<file path="config.mk">
export PLATFORM = sky130hd
export DESIGN_NAME = serial_command_matcher_event_fifo
export DESIGN_NICKNAME = d
export VERILOG_FILES = /design/src/hw/rtl/scm_pkg.sv /design/src/hw/rtl/serial_command_matcher_event_fifo.sv /design/src/hw/rtl/scm_line.sv
export VERILOG_INCLUDE_DIRS = /design/src /design/src/hw/rtl
export SDC_FILE = /design/constraint.sdc
export NUM_CORES = 1
export LEC_CHECK = 0
export BUFFER_PORTS_ARGS = -buffer_cell sky130_fd_sc_hd__buf_2
export CAP_MARGIN = 0
export CORE_AREA = 4 4 84 86
export DETAILED_ROUTE_END_ITERATION = 10
export DIE_AREA = 0 0 88 90
export GPL_ROUTABILITY_DRIVEN = 0
export PLACE_DENSITY = 0.84
export SYNTH_ARGS = -nofsm -noshare
export SYNTH_HDL_FRONTEND = slang
export SYNTH_HIERARCHICAL = 1
export SYNTH_SLANG_ARGS = --single-unit
</file>
<file path="constraint.sdc">
create_clock -name clock -period 6.4 [get_ports clock]
set_input_delay 1.28 -clock clock [delete_from_list [all_inputs] [get_ports clock]]
set_output_delay 1.28 -clock clock [all_outputs]
set_load 0.01 [all_outputs]
</file>
<file path="src/hw/rtl/serial_command_matcher_event_fifo_macros.svh">
// Assertion helpers used by the RTL of the command matcher.
// Every macro samples on clock and is disabled while reset is high.
`ifndef SERIAL_COMMAND_MATCHER_EVENT_FIFO_MACROS_SVH
`define SERIAL_COMMAND_MATCHER_EVENT_FIFO_MACROS_SVH

// Same-cycle implication.
`define SCM_ASSERT_NOW(label, ante, cons, msg) \
   label: assert property (@(posedge clock) disable iff (reset) (ante) |-> (cons)) \
      else $error(msg);

// Next-cycle implication.
`define SCM_ASSERT_NEXT(label, ante, cons, msg) \
   label: assert property (@(posedge clock) disable iff (reset) (ante) |=> (cons)) \
      else $error(msg);

`endif

</file>
<file path="src/hw/rtl/scm_pkg.sv">
package scm_pkg;

   localparam int WORD_COUNT   = 4;
   localparam int WORD_MAX_LEN = 11;

   localparam logic       KIND_BYTE   = 1'b0;
   localparam logic       KIND_POP    = 1'b1;
   localparam logic       RESULT_LINE = 1'b0;
   localparam logic       RESULT_POP  = 1'b1;
   localparam logic [7:0] LINE_END    = 8'h2E;

   localparam logic [2:0] CODE_NONE = 3'd0;
   localparam logic [2:0] CODE_UART = 3'd1;
   localparam logic [2:0] CODE_LCD  = 3'd2;
   localparam logic [2:0] CODE_TEMP = 3'd3;
   localparam logic [2:0] CODE_FREQ = 3'd4;

   typedef struct packed {
      logic       kind;
      logic [7:0] rx_byte;
   } req_payload_type;

   typedef struct packed {
      logic       result_kind;
      logic [2:0] event_code;
      logic       taken;
   } rsp_payload_type;

   // Line matcher status towards the FIFO side.
   typedef struct packed {
      logic       done;
      logic [2:0] code;
   } line_status_type;

   localparam logic [7:0] WORD_TEXT [WORD_COUNT][WORD_MAX_LEN] = '{
      '{"t", "a", "s", "k", ":", " ", "u", "a", "r", "t", "."},
      '{"t", "a", "s", "k", ":", " ", "l", "c", "d", ".", 8'h00},
      '{"t", "a", "s", "k", ":", " ", "t", "e", "m", "p", "."},
      '{"t", "a", "s", "k", ":", " ", "f", "r", "e", ".", 8'h00}
   };

   localparam logic [3:0] WORD_LEN [WORD_COUNT] = '{4'd11, 4'd10, 4'd11, 4'd10};

   localparam logic [2:0] WORD_CODE [WORD_COUNT] =
      '{CODE_UART, CODE_LCD, CODE_TEMP, CODE_FREQ};

   function automatic logic [7:0] word_char(input logic [1:0] w, input logic [3:0] p);
      logic [7:0] c;
      c = 8'h00;
      if (p < 4'(WORD_MAX_LEN)) begin
         c = WORD_TEXT[w][p];
      end
      return c;
   endfunction

endpackage

</file>
<file path="src/hw/rtl/serial_command_matcher_event_fifo.sv">
// Channel | Ports                             | Direction | Moves
// req     | req_valid, req_ready, req_data    | in        | byte or pop request
// rsp     | rsp_valid, rsp_ready, rsp_data    | out       | line result or pop answer
//
// One request per cycle while rsp is not stalled. The accepting edge loads the input
// register, where the request is matched/queued; its result is then registered in
// the output register, which drives rsp_valid.
// Synchronous active-high reset clears pointers, line state and valids; the
// event store is not cleared and needs no clearing pass.
// A stalled rsp holds the input register (even a byte with no result); req_ready drops only then.
module serial_command_matcher_event_fifo
   import scm_pkg::*;
#(
   parameter int LINE_SLOTS  = 64,
   parameter int QUEUE_SLOTS = 10
) (
   input  logic            clock,
   input  logic            reset,
   input  logic            req_valid,
   output logic            req_ready,
   input  req_payload_type req_data,
   output logic            rsp_valid,
   input  logic            rsp_ready,
   output rsp_payload_type rsp_data
);

   localparam int QW = $clog2(QUEUE_SLOTS);

   // input register
   logic            in_valid_ff, in_valid_in;
   req_payload_type in_data_ff;

   // output register
   logic            rsp_valid_ff, rsp_valid_in;
   rsp_payload_type rsp_data_ff;

   // ring pointers; one slot kept free to tell full from empty
   logic [QW-1:0]   rd_ptr_ff, rd_ptr_in, rd_ptr_next;
   logic [QW-1:0]   wr_ptr_ff, wr_ptr_in, wr_ptr_next;
   logic [2:0]      event_slots [QUEUE_SLOTS];

   logic            advance, is_pop, line_step, empty, full, push_en, pop_en;
   line_status_type line_stat;

   // the stage moves whenever the output register is free or being drained
   assign advance   = in_valid_ff && (!rsp_valid_ff || rsp_ready);
   assign req_ready = !in_valid_ff || advance;

   assign is_pop    = (in_data_ff.kind == KIND_POP);
   assign line_step = advance && !is_pop;

   assign rd_ptr_next = (rd_ptr_ff == QW'(QUEUE_SLOTS - 1)) ? '0 : rd_ptr_ff + QW'(1);
   assign wr_ptr_next = (wr_ptr_ff == QW'(QUEUE_SLOTS - 1)) ? '0 : wr_ptr_ff + QW'(1);
   assign empty       = (rd_ptr_ff == wr_ptr_ff);
   assign full        = (wr_ptr_next == rd_ptr_ff);

   scm_line #(
      .LINE_SLOTS(LINE_SLOTS)
   ) u_line (
      .clock   (clock),
      .reset   (reset),
      .step    (line_step),
      .rx_byte (in_data_ff.rx_byte),
      .status  (line_stat)
   );

   // a matched word is dropped, not queued, when the ring is full
   assign push_en = line_step && line_stat.done && (line_stat.code != CODE_NONE) && !full;
   assign pop_en  = advance && is_pop && !empty;

   assign rd_ptr_in   = pop_en  ? rd_ptr_next : rd_ptr_ff;
   assign wr_ptr_in   = push_en ? wr_ptr_next : wr_ptr_ff;
   assign in_valid_in = req_ready ? req_valid : in_valid_ff;

   always_comb begin
      priority if (advance) begin
         rsp_valid_in = is_pop || line_stat.done;
      end else if (rsp_ready) begin
         rsp_valid_in = 1'b0;
      end else begin
         rsp_valid_in = rsp_valid_ff;
      end
   end

   always_ff @(posedge clock) begin
      if (reset) begin
         in_valid_ff  <= 1'b0;
         rsp_valid_ff <= 1'b0;
         rd_ptr_ff    <= '0;
         wr_ptr_ff    <= '0;
      end else begin
         in_valid_ff  <= in_valid_in;
         rsp_valid_ff <= rsp_valid_in;
         rd_ptr_ff    <= rd_ptr_in;
         wr_ptr_ff    <= wr_ptr_in;
      end
   end

   always_ff @(posedge clock) begin
      if (req_ready) begin
         in_data_ff <= req_data;
      end
   end

   // event store with registered read straight into the result register;
   // a pop and a push never come from the same request
   always_ff @(posedge clock) begin
      if (push_en) begin
         event_slots[wr_ptr_ff] <= line_stat.code;
      end
      if (advance) begin
         if (is_pop) begin
            rsp_data_ff.result_kind <= RESULT_POP;
            rsp_data_ff.event_code  <= empty ? CODE_NONE : event_slots[rd_ptr_ff];
            rsp_data_ff.taken       <= !empty;
         end else begin
            rsp_data_ff.result_kind <= RESULT_LINE;
            rsp_data_ff.event_code  <= line_stat.code;
            rsp_data_ff.taken       <= push_en;
         end
      end
   end

   assign rsp_valid = rsp_valid_ff;
   assign rsp_data  = rsp_data_ff;

`include "serial_command_matcher_event_fifo_macros.svh"

   `SCM_ASSERT_NEXT(a_empty_pop, advance && is_pop && empty,
      rsp_data_ff.event_code == CODE_NONE && !rsp_data_ff.taken,
      "pop of empty ring returned an event")
   `SCM_ASSERT_NEXT(a_push_moves, push_en,
      wr_ptr_ff != $past(wr_ptr_ff) && rd_ptr_ff == $past(rd_ptr_ff),
      "push did not move only the write pointer")
   `SCM_ASSERT_NOW(a_taken_code,
      rsp_valid_ff && rsp_data_ff.result_kind == RESULT_LINE && rsp_data_ff.taken,
      rsp_data_ff.event_code != CODE_NONE, "queued line result without an event code")
   `SCM_ASSERT_NOW(a_no_overwrite, rsp_valid_ff && !rsp_ready, !advance,
      "stage advanced over a held result")

endmodule

</file>
<file path="src/hw/rtl/scm_line.sv">
module scm_line
   import scm_pkg::*;
#(
   parameter int LINE_SLOTS = 64
) (
   input  logic            clock,
   input  logic            reset,
   input  logic            step,
   input  logic [7:0]      rx_byte,
   output line_status_type status
);

   localparam int PW = $clog2(LINE_SLOTS);

   logic [PW-1:0]         pos_ff, pos_in, pos_next;
   logic [WORD_COUNT-1:0] match_ff, match_in, match_next;
   logic                  overflow;

   assign overflow = (pos_ff == PW'(LINE_SLOTS - 1));
   assign pos_next = pos_ff + PW'(1);

   always_comb begin
      for (int w = 0; w < WORD_COUNT; w++) begin
         match_next[w] = match_ff[w] && (pos_ff < PW'(WORD_LEN[w]))
                         && (word_char(2'(w), pos_ff[3:0]) == rx_byte);
      end
   end

   // Lowest word index wins
   always_comb begin
      status.done = !overflow && (rx_byte == LINE_END);
      status.code = CODE_NONE;
      for (int w = WORD_COUNT - 1; w >= 0; w--) begin
         if (match_next[w] && (pos_next == PW'(WORD_LEN[w]))) begin
            status.code = WORD_CODE[w];
         end
      end
   end

   always_comb begin
      pos_in   = pos_ff;
      match_in = match_ff;
      if (step) begin
         if (overflow || status.done) begin
            pos_in   = '0;
            match_in = '1;
         end else begin
            pos_in   = pos_next;
            match_in = match_next;
         end
      end
   end

   always_ff @(posedge clock) begin
      if (reset) begin
         pos_ff   <= '0;
         match_ff <= '1;
      end else begin
         pos_ff   <= pos_in;
         match_ff <= match_in;
      end
   end

endmodule

</file>
Word-level counts from Yosys, hierarchy flattened
Memories as Yosys holds them, arrays and structs flattened. A register that Yosys moved wholly into a read port is not among the register bits.
Index checks and enable logic that the tools add are counted.
{ "word_totals": {"wordCells": 96, "n_memories": 5, "ram_bits": 30, "out_inout_bits": 7, "inputBits": 13, "latchBits": 0, "regBits": 34, "romBits": 512} }
{ "op_classes": {"n_bitwise": 1, "reduce_logical": 32, "n_shift": 0, "magnitude_cmp": 4, "mux": 28, "n_eq_ne": 12, "div_mod_pow": 0, "multipliers": 0, "add_sub_neg": 3} }
{ "memory_table": {"columns": ["memory", "depth", "word_bits", "rd", "rd_clocked_by_memory_dff", "write_ports", "line_no", "source"], "rows": [
  ["(name not given)", 16, 8, 1, 0, 0, "scm_pkg.sv:51", "c = WORD_TEXT[w][p];"],
  ["(name not given)", 16, 8, 1, 0, 0, "scm_pkg.sv:51", null],
  ["(name not given)", 16, 8, 1, 0, 0, "scm_pkg.sv:51", null],
  ["(name not given)", 16, 8, 1, 0, 0, "scm_pkg.sv:51", null],
  ["event_slots", 10, 3, 1, 1, 1, "serial_command_matcher_event_fifo.sv:40", "logic [2:0] event_slots [QUEUE_SLOTS];"]
]} }
{ "ops": {"columns": ["operator", "count"], "rows": [
  ["two-way mux 8 bit", 12],
  ["equality test 8 bit", 4],
  ["logical AND 1 bit", 20],
  ["two-way mux 4 bit", 5],
  ["two-way mux 3 bit", 5],
  ["equality test 6 x 4 -> 1 bit (second input constant)", 2],
  ["< comparator 6 x 4 -> 1 bit (second input constant)", 2],
  ["adder 4 x 1 -> 4 bit (second input constant)", 2],
  ["equality test 4 bit", 2],
  ["equality test 4 bit (second input constant)", 2],
  ["equality test 8 x 6 -> 1 bit (second input constant)", 1],
  ["adder 6 x 1 -> 6 bit (second input constant)", 1],
  ["equality test 6 bit (second input constant)", 1],
  ["zero test 1 bit", 6],
  ["two-way mux 6 bit", 1],
  [">= comparator 5 bit (second input constant)", 1],
  ["two-way mux 5 bit", 1],
  ["inverter 4 -> 5 bit", 1],
  ["logical OR 1 bit", 4],
  ["< comparator 4 bit (second input constant)", 1],
  ["two-way mux 1 bit", 4],
  ["nonzero test 3 bit", 1],
  ["nonzero test 2 bit", 1]
]} }

Longest topological paths before layout
{ "logic_depth": {"word_depth": 17, "mapped_depth": 15, "depth_no_buf": 13} }

Cells and area by module
Netlist, hierarchy kept.
{ "modules_own_cells": {"columns": ["mod", "seq_area_each_um2", "cells_each", "area_each_um2", "instances"], "rows": [
  ["serial_command_matcher_event_fifo", 1601.5, 185, 2528.7, 1],
  ["scm_line", 200.2, 203, 1503.9, 1]
]} }

Least setup slack after synthesis
Ideal clock, no wire load.
{ "synth_timing": {"kind": "reg2reg", "start": "register u_line.pos_ff[1]", "end": "memory event_slots[3][0] (enable)", "setup_time_ns": 0.345, "slack_ns": 2.092, "path_stages_with_launch": 15, "t_arrival_ns": 3.963, "required_time_ns": 6.055, "n_path_buf": 2, "synth_period_minus_slack_ns": 4.308, "cell_sequence": "dfxtp_1 buf_2 inv_1 ha_1 nor2b_2 a221oi_2 xnor2_1 nor4b_4 nand3_1 nor4bb_1 o31a_1 nand4b_1 clkbuf_1 or3_1 nor3_1"} }
{ "synth_lines": {"columns": ["item", "line_no", "source"], "rows": [
  ["start, declared", "scm_line.sv:15", "logic [PW-1:0] pos_ff, pos_in, pos_next;"],
  ["start signal, assigned", "scm_line.sv:59", "pos_ff <= pos_in;"],
  ["end, declared", "serial_command_matcher_event_fifo.sv:40", null]
]} }

==> results by group <==
Status
  – Status: complete, no violations

Timing
  – Achievable Freq: 0.193 GHz
  – WHS: slightly above 500 ps
  – Final TNS setup: 0 ps
  – RSZ-0062 raised after global routing: no
  – Max_slew headroom: 17.9%
  – Min Clock Period, post-route: about 5200 ps
  – Final Hold Fails: 0
  – Clock Skews: around 4.7 ps
  – Final worst-path cycle share: 81.0%
  – Final Max Slew Viols: 0
  – Final setup vio count: 0
  – Slew @ Worst Pin: 1230 ps

Yosys
  – Mux share of post-synthesis cell area: under 10%
  – Post-Synth Adder-Cell Area: between 2 and 2.5%
  – Post-synthesis xor/xnor area fraction: 5.31%
  – Syn Nets: 408
  – Synthesized flop and latch total: 68
  – Fraction of registers with async set/reset: 0%
  – Simple-Gate Fraction of Synth Area: around 23%
  – Synth warn: 6
  – Top FF cell, synth: edfxtp_1
  – Largest family of logic cells by synthesized area: simple AND/OR/NAND/NOR gates
  – Number of synthesized flops with an enable pin: 44
  – Average size of a mapped cell: between 10 and 15 um2
  – Synth Area in Compound Gates: a little over an eighth
  – Distinct cells, synth: 71
  – Post-synthesis cell area: approximately 4000 um2
  – Post-synthesis sequential area ratio: 44.7%
  – Mapped Cells: about 390

Layout
  – Area grow syn2layout: 6.48%
  – Share of cells above drive strength 1: between 10% and 20%
  – Fin nets: 414
  – Post-route design area: 4290 um2
  – Ant diodes: 0
  – Fill cells: 465

Route
  – DRC Markers: 0
  – Per-cell routed wire length: 18.6 um
  – DRT iter0 DRCs: around 350
  – TritonRoute pass-1 iters: 5
  – Post-route ant nets: 0
  – Drt total wl: slightly below 9000 um
  – Via Count: 3151
  – Vias/cell: 6.62

Floorplan
  – Starting Density: ~64%
  – Placement Rows: 29
  – Die ar.: a little under 8000 um2
  – Die Ht: ~90 um
  – Core area: 6280 um2
  – Chip Width: around 88 um
  – Top Ports: 20

Power
  – Sequential share of power: about 54%
  – VDD IR max: ~0.18 mV
  – PD cells: 207 nW/um2
  – Pwr Total: ~890 uW
  – Net Sw Frac: a little under a quarter
  – Combinational share of power: under 10%
  – Internal: around 700 uW
  – Net Sw Power: between 200 and 250 uW
  – Clock share of power: a little over 40%
  – Lkg Pwr: about 1.4 nW

Worst setup path
  – Crit path kind: reg2reg
  – Largest stage delay, worst path: 1140 ps
  – Cell chain of the critical path: inv_1 -> nor2_1 -> nand3_1 -> xnor2_1 -> nor4_1 -> o221a_1 -> o31a_1 -> nand4b_1 -> or4_1 -> nor3_1
  – Crit path max fanout: 40
  – Buf+Inv Stages, Crit Path: 1
  – Startpoint Class: register
  – Crit path DAT: approximately 5200 ps
  – WP depth: 10
  – CP required: around 6400 ps
  – Reg-to-reg slack, setup: around 1200 ps
  – Worst R2R Path Depth: 10
  – Crit path capture type: register
  – Crit-path leading delay family: simple AND/OR/NAND/NOR gates
  – CP max stage cell: dfxtp_1

Clock network
  – Clk sinks: 68
  – CTS Hold Bufs: 0
  – Total CTS buffers: 9
  – Worst-path clk slew: ~70 ps
  – Clock Path Buffers: 2
  – CTS tree: done
  – Setup bufs post-CTS: 0
  – Cts repair resizes: 0
  – Root buffer cell: clkbuf_8
  – H-tree depth: 3
  – Skew-Pair Late Insertion Delay: ~350 ps

Min path
  – Hold Path Depth: 2
  – Hold Path Class: reg2reg

Placement
  – Placed cell areas: slightly above 4000 um2
  – DPL Wire Length: 6280 um
  – PortBufs: 19

Global routing
  – Largest net degree at the start of global routing: just over 40
  – Overall Global Routing Usage: approximately a quarter
  – Final global-route overflow total: 0
  – Initial antenna violation count: 0
  – First-pass GRT wire length: between 10000 and 15000 um
  – Vias in the first global route: around 2900

Flow run
  – Max Cap Viol: 0
[worst paths after layout]
kind | startpoint | end
worst max-delay path | u_line/pos_ff[2] | event_slots[1][0]
worst max register to register | u_line/pos_ff[2] | event_slots[1][0]
worst min register to register | u_line/match_ff[3] | u_line/match_ff[3]
worst min-delay path | u_line/match_ff[3] | u_line/match_ff[3]
[layer usage]
metal / global-route usage, % / wire (um) / share of wire [%]
met1: 30.7 / 3600 / 41
met2: 37.6 / 4430 / 50
met3: 4.94 / 618 / 7.0
met4: 8.18 / 193 / 2.2
met5: 0 / 0 / 0
[state kept, by name (all words and copies together), names as in the netlist, named ones only]
signal	count
event_slots	30
in_data_ff	8
u_line/pos_ff	6
rsp_data	5
rd_ptr_ff	4
u_line/match_ff	4
wr_ptr_ff	4
in_valid_ff	1
is_pop	1
rsp_valid	1
[synth_stat cells (7+ instances only)]
master    count  area share (%)
nor3_1       13             1.6
a21oi_1      17             2.1
o21ai_0      21             2.6
dfxtp_1      24              12
xor2_1        8             1.7
nand3_1      14             1.7
buf_2         9             1.1
nor2_1       23             2.1
nand2_1      26             2.4
inv_1        17             1.6
ha_1          7             2.2
xnor2_1      11             2.4
nand4_1       9             1.4
mux2i_1       7             1.7
nand2b_1      9             1.4
nor2b_1      12             1.9
edfxtp_1     44              33
clkbuf_1      9            0.84
[through the flow]
stage,instances,util (%),worst slack [ps]
detailed placement,460,65.0,1410
global placement,460,65.0,1570
global route,476,68.4,865
finish,476,68.4,1220
floorplan,388,-,2090
CTS,476,68.4,1380
[cell usage in the layout (no fill, tap or decap), types with 3 or more instances in the layout]
| cell type | instances |
|---|---|
| edfxtp_1 | 44 |
| nand2_1 | 26 |
| dfxtp_1 | 24 |
| nor2_1 | 23 |
| o21ai_0 | 21 |
| buf_2 | 19 |
| inv_1 | 17 |
| a21oi_1 | 17 |
| nand3_1 | 14 |
| nor3_1 | 13 |
| nor2b_1 | 12 |
| xnor2_1 | 11 |
| nand2b_1 | 9 |
| nand4_1 | 9 |
| clkbuf_8 | 9 |
| xor2_1 | 8 |
| mux2i_1 | 7 |
| ha_1 | 7 |
| mux4_2 | 6 |
| nor3b_1 | 5 |
| a31oi_1 | 5 |
| o22ai_1 | 4 |
| nor4_1 | 4 |
| a211oi_1 | 4 |
| nor4bb_1 | 4 |
| a22oi_1 | 4 |
| mux2_2 | 3 |
| or3_1 | 3 |
| o41ai_1 | 3 |
| nor4b_1 | 3 |
| and4_1 | 3 |
[power by group through the flow]
stage	logic (mW)	registers (mW)	clock network, mW
after CTS	0.0494	0.480	0.366
after detailed placement	0.0492	0.490	0
after floorplan	0.0389	0.485	0
after global placement	0.0480	0.490	0
after global routing	0.0548	0.481	0.385
final	0.0501	0.480	0.360
[worst min-delay path: cells and delay by family (launching register included)]
kind,cells,cell delay (ps)
flops,1,310
compound gates,1,70
simple gates,1,80
[cell families after synthesis]
group | count (synthesis)
simple gates | 152
buf+inv | 43
mux | 16
compound gates | 81
xor+xnor | 21
fa+ha+maj | 7
flops | 68
[final cells by class]
| type | instances | area, um2 | area share (%) |
|---|---|---|---|
| clock inverter | 5 | 38.8 | 0.903 |
| clock buffer | 11 | 174 | 4.05 |
| timing repair buffer | 20 | 103 | 2.39 |
| inverter | 18 | 67.6 | 1.57 |
| multi-input combinational | 277 | 2010 | 46.9 |
| tap | 77 | 96.3 | 2.24 |
| sequential | 68 | 1800 | 42.0 |
Note: power is estimated with default switching activity, not from simulation.
